<file path="src/sv/lzsdec_pkg.sv">
// ============================================================================
// lzsdec_pkg
// shared types and constants of the lzss byte stream decoder
// ============================================================================
`default_nettype none

package lzsdec_pkg;

    localparam int WINDOW_SIZE = 4096;
    localparam int WIN_AW      = $clog2(WINDOW_SIZE);
    localparam int CNT_W       = WIN_AW + 1;
    localparam int RUN_MAX     = 18;
    localparam int RUN_W       = $clog2(RUN_MAX + 1);
    localparam int LEN_BIAS    = 3;
    localparam int DIST_BIAS   = 18;
    localparam int TOKENS      = 8;
    localparam int CMD_DEPTH   = 4;
    localparam int CMD_AW      = $clog2(CMD_DEPTH);

    localparam logic [CNT_W-1:0]  WIN_FULL  = CNT_W'(WINDOW_SIZE);
    localparam logic [RUN_W-1:0]  RUN_LIMIT = RUN_W'(RUN_MAX);
    localparam logic [RUN_W-1:0]  LEN_ADD   = RUN_W'(LEN_BIAS);
    localparam logic [WIN_AW-1:0] DIST_SUB  = WIN_AW'(DIST_BIAS);
    localparam logic [3:0]        TOK_INIT  = 4'(TOKENS);

    typedef enum logic [1:0] {
        PH_FLAG  = 2'd0,
        PH_TOKEN = 2'd1,
        PH_REF2  = 2'd2
    } phase_t;

    typedef enum logic [1:0] {
        SEL_LIT  = 2'd0,
        SEL_ZERO = 2'd1,
        SEL_RAM  = 2'd2
    } byte_sel_t;

    typedef struct packed {
        logic              lit;
        logic [7:0]        data;
        logic [WIN_AW-1:0] src;
        logic [WIN_AW-1:0] wp;
        logic [RUN_W-1:0]  zeros;
        logic [RUN_W-1:0]  count;
    } cmd_t;

endpackage

`default_nettype wire

</file>
<file path="src/sv/lzsdec_cmd_fifo.sv">
// ============================================================================
// lzsdec_cmd_fifo
// short command queue between parser and copy engine
// ============================================================================
`default_nettype none

module lzsdec_cmd_fifo import lzsdec_pkg::*; (
    input  wire logic clk,
    input  wire logic rst_n,
    input  wire logic push,
    input  wire cmd_t push_cmd,
    output logic      full,
    input  wire logic pop,
    output cmd_t      head_cmd,
    output logic      not_empty
);

    cmd_t              entry_reg [CMD_DEPTH];
    logic [CMD_AW-1:0] head_reg, head_next, tail_reg, tail_next;
    logic [CMD_AW:0]   count_reg, count_next;

    assign full      = (count_reg == (CMD_AW+1)'(CMD_DEPTH));
    assign not_empty = (count_reg != '0);
    assign head_cmd  = entry_reg[head_reg];

    always_comb
    begin
        head_next  = pop  ? head_reg + CMD_AW'(1) : head_reg;
        tail_next  = push ? tail_reg + CMD_AW'(1) : tail_reg;
        count_next = count_reg + (CMD_AW+1)'(push) - (CMD_AW+1)'(pop);
    end

    always_ff @(posedge clk or negedge rst_n)
    begin
        if (!rst_n)
        begin
            head_reg  <= '0;
            tail_reg  <= '0;
            count_reg <= '0;
        end
        else
        begin
            head_reg  <= head_next;
            tail_reg  <= tail_next;
            count_reg <= count_next;
        end
    end

    always_ff @(posedge clk)
    begin
        if (push)
        begin
            entry_reg[tail_reg] <= push_cmd;
        end
    end

    a_no_overflow: assert property (@(posedge clk) disable iff (!rst_n)
        push |-> !full)
        else $error("command pushed into full queue");

endmodule

`default_nettype wire

</file>
<file path="config.mk">
export PLATFORM = sky130hd
export DESIGN_NAME = lzsdec_cmd_fifo
export DESIGN_NICKNAME = d
export VERILOG_FILES = /design/src/sv/lzsdec_pkg.sv /design/src/sv/lzsdec_cmd_fifo.sv
export SDC_FILE = /design/constraint.sdc
export NUM_CORES = 1
export LEC_CHECK = 0
export ABC_CLOCK_PERIOD_IN_PS = 2400
export BUFFER_PORTS_ARGS = -buffer_cell sky130_fd_sc_hd__clkbuf_2
export CORE_MARGIN = 8
export CORE_UTILIZATION = 58
export CTS_BUF_LIST = sky130_fd_sc_hd__clkbuf_4
export DETAILED_ROUTE_END_ITERATION = 10
export PLACE_DENSITY = 0.79
export SYNTH_ARGS = -nofsm -noshare
export SYNTH_HDL_FRONTEND = slang
export SYNTH_SLANG_ARGS = --single-unit
export TNS_END_PERCENT = 1
</file>
<file path="constraint.sdc">
create_clock -name clk -period 2.4 [get_ports clk]
set_input_delay 0.24 -clock clk [delete_from_list [all_inputs] [get_ports clk]]
set_output_delay 0.24 -clock clk [all_outputs]
set_load 0.1 [all_outputs]
</file>
==> results.toml <==
[route]
vias_per_cell = 5.51
num_vias = 3191
dr.pass1.iters = 4
top_layer = "met4"
met3WireLength_um = 663
post_drt_wl_per_cell_um = 21.7
met2_length_mm = 6.82
post-route-drc-count = 0
ant_nets = 0
met1_length_mm = 4.90
routed_wl_mm = 12.6
first_iter_violations = 239

[yosys]
synth_area_sq_um = 6660
synthXorXnorAreaFrac_pct = 0.658
synth_top_family_by_area = "multiplexers"
synthMuxAreaShare_pct = 14.8
synth_nets = 313
yosysSeqAreaShare_pct = 80.2
yosysUniqueCellTypes = 17
yosys.area_share.simple_pct = 0.677
synth_cells = 259
syn_avg_cell_area_sq_um = 25.7
ys_ff_latch = 179
ys_warn_count = 0
synthAdderAreaFrac_pct = 1.43
synth_compound_area_share_pct = 0.0752

[clocking]
cts-root-buf = "clkbuf_4"
clock_path_buffers = 2
cts_made_buffers = 17
clk_pin_slew_ps = 140
cts_tree = "done"
cts_sinks = 179
htreeDepth = 4
clk_latency_ps = 540

[grt]
grt-ovfl-total = 0
track_usage_pct = 17.9
grt_pass1_vias = 3492
antenna_found_initial = 0
grt_start_max_net_pins = 29
grt_pass1_wl_mm = 19.5

[place]
dp_hpwl_mm = 7.85
dp_slack_ps = 512
io_buffers = 91
place_congestion = 0.691
place_area_sq_um = 7990

[floorplanning]
core_sq_um = 11300
initial_utilization_pct = 58.8
die-area_sq_um = 15200
rows = 39
die_x_um = 123
io_pins = 92
fp.dieH_um = 123

[timing]
rsz0062_at_grt = "yes"
finalHoldViolations = 0
fin_setup_tns_ps = 0
drv_slew = 0
min_period_ps = 2300
setup_ws_ps = 100
worst_pin_slew_ps = 545
slew_headroom_pct = 63.8
min_period_over_period_pct = 95.8
finalClockSkew_ps = 20.7
setup_viol = 0
fmax_ghz = 0.435

[layout]
fillerInstances = 598
n_antenna_cell = 0
largest_reg_flops = 172
finalInstanceArea_sq_um = 8870
areaGrowthSynthToFinish_pct = 33.3
nets = 478
final_core_util_pct = 78.4
drive_gt1_share_pct = 41.5

[min_path]
hp-class = "input pin to async pin"

[critical_path]
ff2ff_path_depth = 3
cp_common_cell = "buf_12"
r2r_slack_ps = 790
arrival_ps = 2060
cpMaxStageDelayCell = "mux4_2"
cp.required_ps = 2160
worstPathCellList = "buf_12 -> buf_12 -> mux4_2 -> buf_12"
cp_max_fo = 15
critPathKind = "flop to output pin"
slowest_delay_ps = 570
end_kind = "output pin"
critPathLaunchType = "flop"

[run_status]
outcome = "complete, no violations"

[flow_run]
drv_cap = 0
## cell families after synthesis
| logic type | Yosys count |
|---|---|
| DFF | 179 |
| muxes | 43 |
| adders and majority gates | 7 |
| xor gates and xnor gates | 5 |
| AOI/OAI and AO/OA | 1 |
| buffers and inverters | 16 |
| and+or+nand+nor | 8 |
## layout by cell type (no fill, tap or decap), drive strengths merged
master | netlist | final
edfxtp | 172 | 172
clkbuf | 0 | 65
buf | 10 | 61
dlygate4sd3 | 0 | 47
mux4 | 43 | 43
inv | 6 | 8
dfrtp | 7 | 7
clkinv | 0 | 7
ha | 6 | 6
bufinv | 0 | 5
and2 | 4 | 4
xor2 | 3 | 3
xnor2 | 2 | 2
nand2 | 2 | 2
or3 | 1 | 1
and3 | 1 | 1
o21ai | 1 | 1
fa | 1 | 1
## stage by stage
stage	hold WS (ps)	cells
6_report	64.3	579
5_1_grt	21.4	579
4_1_cts	2.58	576
3_5_place_dp	92.2	494
3_3_place_gp	78.9	494
2_1_floorplan	-55.6	259
## Yosys cell counts
cell type,count,share of area [%]
and2_1,4,0.38
and3_1,1,0.094
buf_12,4,1.2
buf_2,5,0.38
buf_6,1,0.17
dfrtp_1,7,2.6
edfxtp_1,172,78
fa_1,1,0.30
ha_1,6,1.1
inv_1,6,0.34
mux4_1,5,2.0
mux4_2,38,13
nand2_1,2,0.11
o21ai_0,1,0.075
or3_1,1,0.094
xnor2_1,2,0.26
xor2_1,3,0.39
## critical path, delay by kind of cell, from the launching register on
| family | cells | cell delay [ps] |
|---|---|---|
| flip-flops | 1 | 450 |
| multiplexers | 1 | 570 |
| buffers and inverters | 3 | 490 |
## metal layers
metal	up-vias	track usage (%)
met5	-	0
met4	0	5.94
met3	18	5.16
met2	95	30.5
met1	1642	21.6
li1	1436	-
## worst paths after layout
path | endpoint | start
max | head_cmd[23] | head_reg[0]
min reg2reg | tail_reg[0] | tail_reg[0]
min in group clk | head_reg[0] | pop
max reg2reg | entry_reg[3][16] | tail_reg[0]
min | count_reg[2] | rst_n
max in group asynchronous | count_reg[0] | rst_n
## final cells by class
cell class,instances,area [sq um],share of cell area (%)
clock buffer,17,128,1.44
clock inverter,14,210,2.37
inverter,6,22.5,0.254
multi-input combinational,64,1180,13.3
sequential,179,5350,60.3
tap,143,179,2.02
timing repair buffer,156,1800,20.3
## repair_timing
item / 4_1_cts / 5_1_grt
setup buffers: 4 / 3
hold buffers: 47 / 0
pin swaps: 0 / 0
resized for setup: 1 / 0
hold endpoints to repair: 184 / 0
endpoints found under the setup margin: 33 / 34
cloned: 0 / 0
Power is not shown: default switching activity piles up to over one toggle a cycle in this logic, so the estimate is an artifact.
