**config.mk**
```make
export PLATFORM = sky130hd
export DESIGN_NAME = lzsdec_front
export DESIGN_NICKNAME = d
export VERILOG_FILES = /design/src/sv/lzsdec_pkg.sv /design/src/sv/lzsdec_front.sv
export SDC_FILE = /design/constraint.sdc
export NUM_CORES = 1
export LEC_CHECK = 0
export BUFFER_PORTS_ARGS = -buffer_cell sky130_fd_sc_hd__buf_4
export CAP_MARGIN = 20
export CORE_ASPECT_RATIO = 1.75
export CORE_MARGIN = 2
export CORE_UTILIZATION = 55
export DETAILED_ROUTE_END_ITERATION = 16
export PLACE_DENSITY = 0.72
export SLEW_MARGIN = 20
export SYNTH_ARGS = -nofsm -noshare
export SYNTH_HDL_FRONTEND = slang
export SYNTH_SLANG_ARGS = --single-unit
```
**constraint.sdc**
```tcl
create_clock -name clk -period 11.33 [get_ports clk]
set_input_delay 2.266 -clock clk [delete_from_list [all_inputs] [get_ports clk]]
set_output_delay 2.266 -clock clk [all_outputs]
set_load 0.02 [all_outputs]
```
**src/sv/lzsdec_pkg.sv**
```systemverilog
// ============================================================================
// lzsdec_pkg
// shared types and constants of the lzss byte stream decoder
// ============================================================================
`default_nettype none

package lzsdec_pkg;

    localparam int WINDOW_SIZE = 4096;
    localparam int WIN_AW      = $clog2(WINDOW_SIZE);
    localparam int CNT_W       = WIN_AW + 1;
    localparam int RUN_MAX     = 18;
    localparam int RUN_W       = $clog2(RUN_MAX + 1);
    localparam int LEN_BIAS    = 3;
    localparam int DIST_BIAS   = 18;
    localparam int TOKENS      = 8;
    localparam int CMD_DEPTH   = 4;
    localparam int CMD_AW      = $clog2(CMD_DEPTH);

    localparam logic [CNT_W-1:0]  WIN_FULL  = CNT_W'(WINDOW_SIZE);
    localparam logic [RUN_W-1:0]  RUN_LIMIT = RUN_W'(RUN_MAX);
    localparam logic [RUN_W-1:0]  LEN_ADD   = RUN_W'(LEN_BIAS);
    localparam logic [WIN_AW-1:0] DIST_SUB  = WIN_AW'(DIST_BIAS);
    localparam logic [3:0]        TOK_INIT  = 4'(TOKENS);

    typedef enum logic [1:0] {
        PH_FLAG  = 2'd0,
        PH_TOKEN = 2'd1,
        PH_REF2  = 2'd2
    } phase_t;

    typedef enum logic [1:0] {
        SEL_LIT  = 2'd0,
        SEL_ZERO = 2'd1,
        SEL_RAM  = 2'd2
    } byte_sel_t;

    typedef struct packed {
        logic              lit;
        logic [7:0]        data;
        logic [WIN_AW-1:0] src;
        logic [WIN_AW-1:0] wp;
        logic [RUN_W-1:0]  zeros;
        logic [RUN_W-1:0]  count;
    } cmd_t;

endpackage

`default_nettype wire

```
**src/sv/lzsdec_front.sv**
```systemverilog
// ============================================================================
// lzsdec_front
// token parser: classifies compressed bytes and issues copy commands
// ============================================================================
`default_nettype none

module lzsdec_front import lzsdec_pkg::*; (
    input  wire logic       clk,
    input  wire logic       rst_n,
    input  wire logic [7:0] compressed_byte,
    input  wire logic       stream_start,
    input  wire logic       in_valid,
    output logic            in_ready,
    input  wire logic       cmd_full,
    output logic            cmd_push,
    output cmd_t            cmd
);

    phase_t            phase_reg, phase_next, ph_eff;
    logic [7:0]        flag_reg, flag_next, fb_eff;
    logic [3:0]        tl_reg, tl_next, tl_eff, tl_dec;
    logic [7:0]        r1_reg, r1_next, r1_eff;
    logic [CNT_W-1:0]  pc_reg, pc_next, pc_eff, pc_sum;
    logic [WIN_AW-1:0] wp_reg, wp_next, wp_eff;
    logic              in_fire;

    logic [WIN_AW-1:0] offset, dist12, src;
    logic [RUN_W-1:0]  length, zeros;
    logic [CNT_W-1:0]  dist13, zeros_full;

    assign in_ready = !cmd_full;
    assign in_fire  = in_valid && in_ready;

    always_ff @(posedge clk or negedge rst_n)
    begin
        if (!rst_n)
        begin
            phase_reg <= PH_FLAG;
            flag_reg  <= '0;
            tl_reg    <= '0;
            r1_reg    <= '0;
            pc_reg    <= '0;
            wp_reg    <= '0;
        end
        else if (in_fire)
        begin
            phase_reg <= phase_next;
            flag_reg  <= flag_next;
            tl_reg    <= tl_next;
            r1_reg    <= r1_next;
            pc_reg    <= pc_next;
            wp_reg    <= wp_next;
        end
    end

    // parser state as seen by this byte
    always_comb
    begin
        ph_eff = phase_reg;
        fb_eff = flag_reg;
        tl_eff = tl_reg;
        r1_eff = r1_reg;
        pc_eff = pc_reg;
        wp_eff = wp_reg;
        if (stream_start)
        begin
            ph_eff = PH_FLAG;
            fb_eff = '0;
            tl_eff = '0;
            r1_eff = '0;
            pc_eff = '0;
            wp_eff = '0;
        end
        if (ph_eff == PH_TOKEN && tl_eff == '0)
        begin
            ph_eff = PH_FLAG;
        end
    end

    // reference geometry
    assign offset     = {compressed_byte[7:4], r1_eff};
    assign length     = RUN_W'(compressed_byte[3:0]) + LEN_ADD;
    assign dist12     = wp_eff - DIST_SUB - offset;
    assign dist13     = (dist12 == '0) ? WIN_FULL : {1'b0, dist12};
    assign zeros_full = (dist13 > pc_eff) ? (dist13 - pc_eff) : '0;
    assign zeros      = (zeros_full > CNT_W'(RUN_LIMIT)) ? RUN_LIMIT : zeros_full[RUN_W-1:0];
    assign src        = wp_eff - dist12;
    assign tl_dec     = tl_eff - 4'd1;

    always_comb
    begin
        phase_next = ph_eff;
        flag_next  = fb_eff;
        tl_next    = tl_eff;
        r1_next    = r1_eff;
        pc_next    = pc_eff;
        wp_next    = wp_eff;
        pc_sum     = pc_eff + CNT_W'(length);
        cmd_push   = 1'b0;
        cmd        = '0;
        cmd.wp     = wp_eff;
        case (ph_eff)
            PH_TOKEN:
            begin
                if (fb_eff[0])
                begin
                    cmd_push   = in_fire;
                    cmd.lit    = 1'b1;
                    cmd.data   = compressed_byte;
                    cmd.count  = RUN_W'(1);
                    wp_next    = wp_eff + WIN_AW'(1);
                    pc_next    = (pc_eff == WIN_FULL) ? pc_eff : pc_eff + CNT_W'(1);
                    flag_next  = fb_eff >> 1;
                    tl_next    = tl_dec;
                    phase_next = (tl_dec == '0) ? PH_FLAG : PH_TOKEN;
                end
                else
                begin
                    r1_next    = compressed_byte;
                    phase_next = PH_REF2;
                end
            end
            PH_REF2:
            begin
                cmd_push   = in_fire;
                cmd.src    = src;
                cmd.zeros  = zeros;
                cmd.count  = length;
                wp_next    = wp_eff + WIN_AW'(length);
                pc_next    = (pc_sum > WIN_FULL) ? WIN_FULL : pc_sum;
                flag_next  = fb_eff >> 1;
                tl_next    = tl_dec;
                phase_next = (tl_dec == '0) ? PH_FLAG : PH_TOKEN;
            end
            default:
            begin
                flag_next  = compressed_byte;
                tl_next    = TOK_INIT;
                phase_next = PH_TOKEN;
            end
        endcase
    end

    a_token_has_count: assert property (@(posedge clk) disable iff (!rst_n)
        phase_reg == PH_TOKEN |-> tl_reg != '0)
        else $error("token phase with no tokens left");

    a_count_saturates: assert property (@(posedge clk) disable iff (!rst_n)
        pc_reg <= WIN_FULL)
        else $error("produced count beyond window size");

endmodule

`default_nettype wire

```
==> results.rst, run 1 <==
.. list-table::
   :header-rows: 1

   * - Metric
     - Value
   * - Total Nets Final
     - 859
   * - EDFF count, synth
     - 0
   * - Worst Setup Start Kind
     - input pin
   * - Proportion of synthesized flip-flops having asynchronous set or reset
     - 1.00
   * - Run status
     - finished clean
   * - HPWL after detailed placement
     - 13.9 mm
   * - Hold-fix buffer count after cts
     - 0
   * - Die ar.
     - 0.0110 mm^2
   * - Detail Route Antenna Nets
     - 0
   * - Final Skew
     - 8.86 ps
   * - Max stage delay on crit path
     - 610 ps
   * - Mapped Nets
     - 819
   * - Power density over the cells
     - 157 mW/mm^2
   * - I/O pin count
     - 58
   * - Global-route wire length before repair
     - 29.2 mm
   * - Cell with the largest stage delay on the worst path
     - nor2b_1
   * - Initial Utilization
     - 0.565
   * - Synth Instances
     - 751
   * - Register area share after synthesis
     - 0.210
   * - Area added between synthesis and finish
     - 11.6%
   * - Synth unique cells
     - 77
   * - Routed wire per std cell
     - 20.0 um
   * - Fill count
     - 942
   * - Antenna violations before repair
     - 0
   * - Path type of the worst setup path
     - input pin to output port
   * - Crit. End Element
     - output port
   * - Number of placement rows
     - 48
   * - Total global-route track usage
     - 0.341
   * - DIE WIDTH
     - 80.3 um
   * - Proportion of layout cells with a drive suffix above 1
     - 0.121
   * - Avg Cell Area, Syn
     - 7.45 um^2
   * - TNS Setup
     - 0 ps
   * - Max clock buf depth
     - 2
   * - Maximum fanout along the worst path
     - 50
   * - Main flop type after synthesis
     - dfrtp_1
   * - Port-buffer cells
     - 57
   * - Leakage Power
     - 2.85 nW
   * - Chip height
     - 137 um
   * - Routed wire length
     - 18.3 mm
   * - Final min period
     - 9910 ps
   * - Vias per inst
     - 6.57
   * - List of most frequent post-synthesis cells
     - 70 x inv_1, 70 x nor2_1, 68 x nand2_1
   * - Cell area after synthesis
     - 0.00560 mm^2
   * - Count of synthesis-stage warnings from yosys
     - 0
   * - Count of pins over their slew limit
     - 0
   * - Setup Viol. Count Final
     - 0
   * - Post-route clock period utilization
     - 0.874
   * - Final count of hold timing violations
     - 0
   * - Normalized max-slew margin
     - 0.345
   * - Routability cong.
     - 0.951
   * - Largest area contributor in the netlist
     - dfrtp_1
   * - CP Cell Sequence
     - buf_4 > nor2b_1 > inv_1 > ha_1 > inv_1 > ha_1 > fa_1 > a21oi_1 > o2111ai_1 > a31o_2 > a21oi_1 > xor2_1 > ha_1 > inv_1 > nor2_1 > o21ai_0 > o2111ai_1 > a311oi_1 > nand3_1 > a211oi_2 > and4b_1 > buf_4
   * - Maximum number of pins on one net before global-route repair
     - 51
   * - Gates resized, CTS repair
     - 0
   * - Overflow left after global routing
     - 0
   * - Data required time of the worst path
     - 9060 ps
   * - Slew of the pin with the lowest slew margin
     - 980 ps
   * - Area taken by multi-input logic gates
     - 0.00402 mm^2
   * - Clock tree root buffer cell
     - clkbuf_16
   * - # DRC
     - 0
   * - Clock transition at the register clock pins on the worst setup and hold paths after CTS
     - 80 ps
   * - Clock latency on the worst-skew pair
     - 300 ps
   * - Number of DRC markers after the initial detailed-route iteration
     - 388
   * - Area fraction of the dominant cell type after synthesis
     - 0.210
   * - Worst ir drop on vdd
     - 107 uV
   * - Detailed-router iteration count before antenna repair
     - 6
   * - Unrepaired setup endpoints after global routing
     - false
   * - Post-CTS repair timing setup buffer count
     - 0
   * - Core box area
     - 0.00991 mm^2
   * - Via total after detailed routing
     - 6,022
   * - Vias in the first global route
     - 5,966
   * - Ranking of synthesized cells by area
     - dfrtp_1 21%, ha_1 11%, o21ai_0 5.9%
   * - Clock tree from TritonCTS
     - built
   * - Sinks on the clock net
     - 47
   * - CTS buffer count
     - 5
   * - Total power of the final layout
     - 0.981 mW
   * - Synthesized flop and latch total
     - 47
   * - Critical path arrival
     - 7640 ps
   * - Max FFs per register
     - 13
   * - Max-cap check violation count
     - 0
   * - # diodes
     - 0
   * - Timing-limited maximum frequency
     - 101 MHz
   * - Area occupied by registers
     - 0.00118 mm^2
   * - Maximum level of the CTS H-tree
     - 2
   * - Worst hold path class
     - flop to flop
[worst paths after layout]
kind,startpoint,end,slack (ps),depth (start not counted)
worst max-delay path,stream_start,cmd[7],1420,22
worst min-delay path,flag_reg[4],flag_reg[4],500,2
worst max register to register,pc_reg[0],pc_reg[4],7480,13
worst min register to register,flag_reg[4],flag_reg[4],500,2
max in group asynchronous,rst_n,wp_reg[4],8910,1
min in group asynchronous,rst_n,pc_reg[6],1980,1
[per-layer routing]
metal / global-route usage / vias to the layer above / routed length, um
li1: - / 2778 / -
met1: 0.367 / 2872 / 6760
met2: 0.602 / 279 / 9270
met3: 0.0485 / 93 / 850
met4: 0.236 / 0 / 1430
met5: 0 / - / 0
[logic make-up after synthesis]
| kind of cell | count (synthesis) | synth area share |
|---|---|---|
| AND/OR/NAND/NOR | 270 | 0.239 |
| adder cells (fa/ha/maj) | 61 | 0.141 |
| flip-flops | 47 | 0.210 |
| buffers and inverters | 102 | 0.0718 |
| XOR/XNOR | 45 | 0.0704 |
| AO/OA/AOI/OAI | 220 | 0.256 |
| multiplexers | 6 | 0.0112 |
[metrics by stage]
step	cell area [um^2]	utilization	setup slack, ps	hold WS [ps]	std cells
after CTS	6250	0.630	1610	499	917
after floorplan	5600	-	1680	456	751
final	6250	0.630	1420	499	917
after global placement	6090	0.615	1850	470	909
after detailed placement	6090	0.615	1620	480	909
after global routing	6250	0.630	1180	521	917
[worst max-delay path: cells and delay by family]
family | cells | cell delay (ps)
and+or+nand+nor | 4 | 1090
xor gates and xnor gates | 1 | 360
AOI/OAI and AO/OA | 8 | 1890
buffers and inverters | 5 | 700
adders and majority gates | 4 | 1310
[layout by cell type, fill, tap and decap left out, drive strengths merged, types with 6 or more instances in the layout]
| cell | n |
|---|---|
| nor2b | 19 |
| nand4 | 12 |
| ha | 50 |
| nand3 | 26 |
| o21ai | 69 |
| xor2 | 12 |
| a21o | 14 |
| inv | 76 |
| nor3 | 22 |
| a21oi | 49 |
| buf | 61 |
| a22oi | 6 |
| maj3 | 6 |
| xnor2 | 33 |
| nor2 | 70 |
| and2 | 12 |
| nand2 | 68 |
| a22o | 9 |
| and3 | 10 |
| dfrtp | 47 |
| a211oi | 6 |
| o2111ai | 6 |
| a222oi | 6 |
| o211ai | 8 |
[report_power, final]
part           internal [mW]  leakage, nW  switching, mW  total [mW]
clock network         0.0853       0.0767         0.0773       0.163
registers              0.192        0.612         0.0266       0.219
logic                  0.240         2.16          0.361       0.600
[area by class of cell]
| type | instances | share of cell area |
|---|---|---|
| Multi-Input combinational cell | 602 | 0.643 |
| Sequential cell | 47 | 0.188 |
| Timing Repair Buffer | 61 | 0.0733 |
| Inverter | 74 | 0.0453 |
| Tap cell | 125 | 0.0250 |
| Clock buffer | 5 | 0.0200 |
| Clock inverter | 3 | 0.00461 |
(Power assumes the default switching activity.)
==> run 2, diff against run 1 <==
Settings changed: ABC_AREA from default to 1, GPL_ROUTABILITY_DRIVEN from default to 0.
==> results.rst, run 2 <==
.. list-table::
   :header-rows: 1

   * - Metric
     - Value
   * - Maximum number of pins on one net before global-route repair
     - 52
   * - List of most frequent post-synthesis cells
     - 240 x nand2_1, 165 x inv_1, 119 x nor2_1
   * - Overflow left after global routing
     - 0
   * - Vias per inst
     - 5.77
   * - Initial Utilization
     - 0.567
   * - Clock transition at the register clock pins on the worst setup and hold paths after CTS
     - 70 ps
   * - I/O pin count
     - 58
   * - Ranking of synthesized cells by area
     - dfrtp_1 19%, nand2_1 14%, ha_1 9.9%
   * - Sequential share of power
     - 0.176
   * - Number of placement rows
     - 51
   * - DIE WIDTH
     - 85.1 um
   * - Post-CTS repair timing setup buffer count
     - 0
   * - Hold-fix buffer count after cts
     - 0
   * - Combinational Power Share
     - 0.683
   * - Port-buffer cells
     - 57
   * - HPWL after detailed placement
     - 15.7 mm
   * - Core box area
     - 0.0112 mm^2
   * - Detail Route Antenna Nets
     - 0
   * - Worst Setup Start Kind
     - input pin
   * - Proportion of synthesized flip-flops having asynchronous set or reset
     - 1.00
   * - Avg Cell Area, Syn
     - 6.03 um^2
   * - Timing-limited maximum frequency
     - 109 MHz
   * - Detailed-router iteration count before antenna repair
     - 5
   * - Fill count
     - 1,134
   * - Max FFs per register
     - 13
   * - Maximum level of the CTS H-tree
     - 2
   * - Die ar.
     - 0.0124 mm^2
   * - Max stage delay on crit path
     - 500 ps
   * - # DRC
     - 0
   * - Final Hold Slack
     - 507 ps
   * - Crit. End Element
     - output port
   * - CTS buffer count
     - 5
   * - Clock power share
     - 0.141
   * - P_int
     - 0.578 mW
   * - Post-route clock period utilization
     - 0.812
   * - Proportion of layout cells with a drive suffix above 1
     - 0.101
   * - Synth unique cells
     - 49
   * - Leading cell types in the layout, fill and taps excluded
     - 240 x nand2_1, 165 x inv_1, 118 x nor2_1
   * - Mapped Nets
     - 1,117
   * - Data required time of the worst path
     - 9060 ps
   * - Path type of the worst setup path
     - input pin to output port
   * - Gates resized, CTS repair
     - 0
   * - Final min period
     - 9200 ps
   * - Synthesized flop and latch total
     - 47
   * - Antenna violations before repair
     - 0
   * - Critical path arrival
     - 6930 ps
   * - Power density over the cells
     - 176 mW/mm^2
   * - Routed wire length
     - 19.9 mm
   * - Leakage Power
     - 3.72 nW
   * - Run status
     - finished clean
   * - Routed wire per std cell
     - 16.3 um
   * - Most common cell after layout, fill and taps aside
     - nand2_1
   * - Unrepaired setup endpoints after global routing
     - false
   * - Most common cell in the netlist
     - nand2_1
   * - Max clock buf depth
     - 2
   * - Maximum fanout along the worst path
     - 26
   * - Normalized max-slew margin
     - 0.581
   * - Area added between synthesis and finish
     - 10.4%
   * - Final count of hold timing violations
     - 0
   * - EDFF count, synth
     - 0
   * - Post-layout util
     - 0.626
   * - Register area share after synthesis
     - 0.186
   * - Worst ir drop on vdd
     - 169 uV
   * - Chip height
     - 146 um
   * - Count of synthesis-stage warnings from yosys
     - 0
   * - Main flop type after synthesis
     - dfrtp_1
   * - Vias in the first global route
     - 6,708
   * - Sinks on the clock net
     - 47
   * - Via total after detailed routing
     - 7,051
   * - Largest area contributor in the netlist
     - dfrtp_1
   * - Synth Instances
     - 1,049
   * - Switching Share
     - 0.530
   * - Cell with the largest stage delay on the worst path
     - nor2_1
   * - Sw Pwr
     - 0.652 mW
   * - Number of DRC markers after the initial detailed-route iteration
     - 453
   * - Slew of the pin with the lowest slew margin
     - 628 ps
   * - # diodes
     - 0
   * - Count of pins over their slew limit
     - 0
   * - Clock tree from TritonCTS
     - built
   * - Total global-route track usage
     - 0.318
   * - Total Nets Final
     - 1,158
   * - Area fraction of the dominant cell type after synthesis
     - 0.186
   * - Final Skew
     - 3.86 ps
   * - Setup slack, reg-to-reg
     - 8150 ps
   * - Worst hold path class
     - flop to flop
   * - Max-cap check violation count
     - 0
   * - Setup Viol. Count Final
     - 0
   * - Cell area after synthesis
     - 0.00633 mm^2
   * - TNS Setup
     - 0 ps
   * - Clock tree root buffer cell
     - clkbuf_16
   * - Clock latency on the worst-skew pair
     - 300 ps
   * - Global-route wire length before repair
     - 31.7 mm
-- run 2: changes by cell type in the layout (fill, tap and decap cells not counted), sizes merged, moves of 15 or more --
| cell | change |
|---|---|
| nor2 | +62 |
| xnor2 | -27 |
| nand2 | +184 |
| nand3 | +68 |
| inv | +97 |
| nor2b | -19 |
| nand4 | +15 |
| a21oi | +39 |
-- run 2: through the flow --
stage,power [mW],worst slack [ps],cells,instance area (um^2)
final,1.23,2130,1222,6990
after global routing,1.34,1660,1222,6990
after CTS,1.22,2160,1222,6990
after detailed placement,1.04,2170,1215,6830
after global placement,1.04,2340,1215,6830
after floorplan,0.834,2410,1049,6330
-- run 2: worst paths after layout --
kind | from | cells after the start | to
max in group asynchronous | rst_n | 1 | flag_reg[7]
hold reg to reg | tl_reg[3] | 2 | tl_reg[3]
setup / recovery | stream_start | 27 | cmd[8]
hold / removal | tl_reg[3] | 2 | tl_reg[3]
min in group asynchronous | rst_n | 1 | pc_reg[6]
setup reg to reg | pc_reg[0] | 13 | pc_reg[5]
-- run 2: logic make-up (layout without fill, tap and decap cells) --
| kind of cell | count (synthesis) | count (layout) | share of synthesized area |
|---|---|---|---|
| adders and majority gates | 55 | 55 | 0.115 |
| xor gates and xnor gates | 25 | 25 | 0.0346 |
| and+or+nand+nor | 528 | 528 | 0.372 |
| DFF | 47 | 47 | 0.186 |
| buffers and inverters | 201 | 242 | 0.124 |
| AOI/OAI and AO/OA | 193 | 193 | 0.169 |
-- run 2: cell type report --
| class | count | area [um^2] | area share |
|---|---|---|---|
| timing repair buffer | 60 | 450 | 0.0645 |
| inverter | 175 | 666 | 0.0953 |
| tap | 132 | 165 | 0.0236 |
| multi-input combinational | 801 | 4370 | 0.625 |
| clock buffer | 5 | 125 | 0.0179 |
| sequential | 47 | 1180 | 0.168 |
| clock inverter | 2 | 37.5 | 0.00537 |
-- run 2: worst max-delay path, delay by kind of cell --
kind / cells / cell delay, ps
simple gates: 11 / 1880
xor+xnor: 1 / 190
fa+ha+maj: 4 / 1270
compound gates: 5 / 540
buf+inv: 6 / 750
-- run 2: routing by layer --
layer / vias up / track usage / part of all wire
li1: 3520 / - / -
met1: 3231 / 0.368 / 0.39
met2: 229 / 0.574 / 0.52
met3: 71 / 0.0227 / 0.042
met4: 0 / 0.159 / 0.051
met5: - / 0 / 0
-- run 2: power by group through the flow --
| stage | logic (mW) | clock network (mW) | registers (mW) |
|---|---|---|---|
| after floorplan | 0.621 | 0 | 0.213 |
| after global placement | 0.823 | 0 | 0.219 |
| after detailed placement | 0.825 | 0 | 0.219 |
| after CTS | 0.829 | 0.174 | 0.216 |
| after global routing | 0.936 | 0.181 | 0.219 |
| final | 0.840 | 0.173 | 0.216 |
==> run 3, diff against run 2 <==
Settings changed: PLACE_DENSITY 0.72 to 0.75.
Clock period 11.33 ns to 7.8 ns, I/O delays scaled along.
==> results.rst, run 3 (synthesized netlist as in run 2, its figures left out) <==
.. list-table::
   :header-rows: 1

   * - Metric
     - Value
   * - Buffers and inverters on the worst path
     - 6
   * - Maximum number of pins on one net before global-route repair
     - 48
   * - Detail Route Antenna Nets
     - 0
   * - Critical path arrival
     - 5770 ps
   * - Area added between synthesis and finish
     - 11.4%
   * - HPWL after detailed placement
     - 15.7 mm
   * - Timing-limited maximum frequency
     - 136 MHz
   * - Sinks on the clock net
     - 47
   * - Gates resized, CTS repair
     - 0
   * - Initial Utilization
     - 0.567
   * - Total Nets Final
     - 1,163
   * - Normalized max-slew margin
     - 0.574
   * - Max-cap check violation count
     - 0
   * - Max stage delay on crit path
     - 360 ps
   * - Port-buffer cells
     - 57
   * - Data required time of the worst path
     - 6240 ps
   * - Vias per inst
     - 5.80
   * - Total cell area at the placement stage
     - 0.00686 mm^2
   * - Post-route clock period utilization
     - 0.940
   * - # DRC
     - 0
   * - Slew of the pin with the lowest slew margin
     - 637 ps
   * - Power density over the cells
     - 252 mW/mm^2
   * - Worst Setup Start Kind
     - input pin
   * - Leading cell types in the layout, fill and taps excluded
     - 240 x nand2_1, 164 x inv_1, 115 x nor2_1
   * - Run status
     - finished clean
   * - Worst ir drop on vdd
     - 222 uV
   * - Launch instance of the worst register-to-register path
     - pc_reg[0]
   * - Via total after detailed routing
     - 7,121
   * - Setup crit start
     - stream_start
   * - Final min period
     - 7330 ps
   * - Final design area excluding fillers
     - 0.00705 mm^2
   * - Chip height
     - 146 um
   * - Core box area
     - 0.0112 mm^2
   * - Setup Viol. Count Final
     - 0
   * - Count of pins over their slew limit
     - 0
   * - Number of DRC markers after the initial detailed-route iteration
     - 545
   * - Global-route wire length before repair
     - 31.9 mm
   * - Clock transition at the register clock pins on the worst setup and hold paths after CTS
     - 60 ps
   * - Origin of the worst min-delay path
     - tl_reg[3]
   * - Antenna violations before repair
     - 0
   * - Maximum fanout along the worst path
     - 26
   * - TNS Setup
     - 0 ps
   * - Leakage Power
     - 3.74 nW
   * - Worst hold path class
     - flop to flop
   * - Routed wire length
     - 19.9 mm
   * - Die ar.
     - 0.0124 mm^2
   * - Clock tree root buffer cell
     - clkbuf_16
   * - Cell with the largest stage delay on the worst path
     - ha_1
   * - Final count of hold timing violations
     - 0
   * - Routed wire per std cell
     - 16.2 um
   * - CTS buffer count
     - 5
   * - Number of placement rows
     - 51
   * - Total power of the final layout
     - 1.78 mW
   * - Unrepaired setup endpoints after global routing
     - false
   * - Total global-route track usage
     - 0.318
   * - I/O pin count
     - 58
   * - Overflow left after global routing
     - 0
   * - Max clock buf depth
     - 2
   * - Vias in the first global route
     - 6,668
   * - Max FFs per register
     - 13
   * - Crit. End Element
     - output port
   * - Final Skew
     - 2.53 ps
   * - # diodes
     - 0
   * - Post-CTS repair timing setup buffer count
     - 0
   * - Post-layout util
     - 0.631
   * - Maximum level of the CTS H-tree
     - 2
   * - Clock latency on the worst-skew pair
     - 290 ps
   * - Proportion of layout cells with a drive suffix above 1
     - 0.112
   * - Dominant delay contributor by cell family on the critical path
     - simple AND/OR/NAND/NOR gates
   * - DIE WIDTH
     - 85.1 um
   * - Hold-fix buffer count after cts
     - 0
   * - Detailed-router iteration count before antenna repair
     - 6
   * - Clock tree from TritonCTS
     - built
   * - Most common cell after layout, fill and taps aside
     - nand2_1
   * - Path type of the worst setup path
     - input pin to output port
-- run 3: cell count changes in the layout (fill, tap and decap cells not counted), sizes merged --
cell,change
clkinvlp,-1
bufinv,-1
clkinv,+1
clkbuf,+1
buf,+5
-- run 3: per-stage QoR --
step                      std cells  hold WS (ps)  setup slack (ps)
after floorplan                1049           459               294
after global placement         1220           482               491
after detailed placement       1220           485               399
after CTS                      1227           501               359
after global routing           1227           551              15.7
final                          1227           503               467
-- run 3: final cells by class --
type	count	area [um^2]
clock buffers	6	139
flip-flops and latches	47	1180
clock inverters	1	5.00
inverters	175	666
repair buffers	65	492
multi-input cells	801	4410
fillers	1138	4120
well taps	132	165
-- run 3: power by group --
part	internal [mW]	total (mW)	switching, mW
Sequential	0.285	0.316	0.0302
Clock	0.126	0.223	0.0970
Combinational	0.419	1.24	0.822
-- run 3: final timing paths --
path	end	slack, ps	depth (start not counted)
max reg2reg	pc_reg[8]	4530	13
min in group asynchronous	pc_reg[5]	1280	1
min	tl_reg[3]	500	2
min reg2reg	tl_reg[3]	500	2
max in group asynchronous	flag_reg[3]	6080	1
max	cmd[5]	470	28
-- run 3: tightest hold or removal path, stage by stage, from the launching register on --
cell and delay, ps:
dfrtp_1 350, nand2_1 50, o221ai_1 60
-- run 3: layer usage --
metal	GRT usage	part of all wire	vias up
met2	0.569	0.51	304
met5	0	0	-
li1	-	-	3522
met3	0.0199	0.051	68
met1	0.364	0.38	3227
met4	0.182	0.057	0
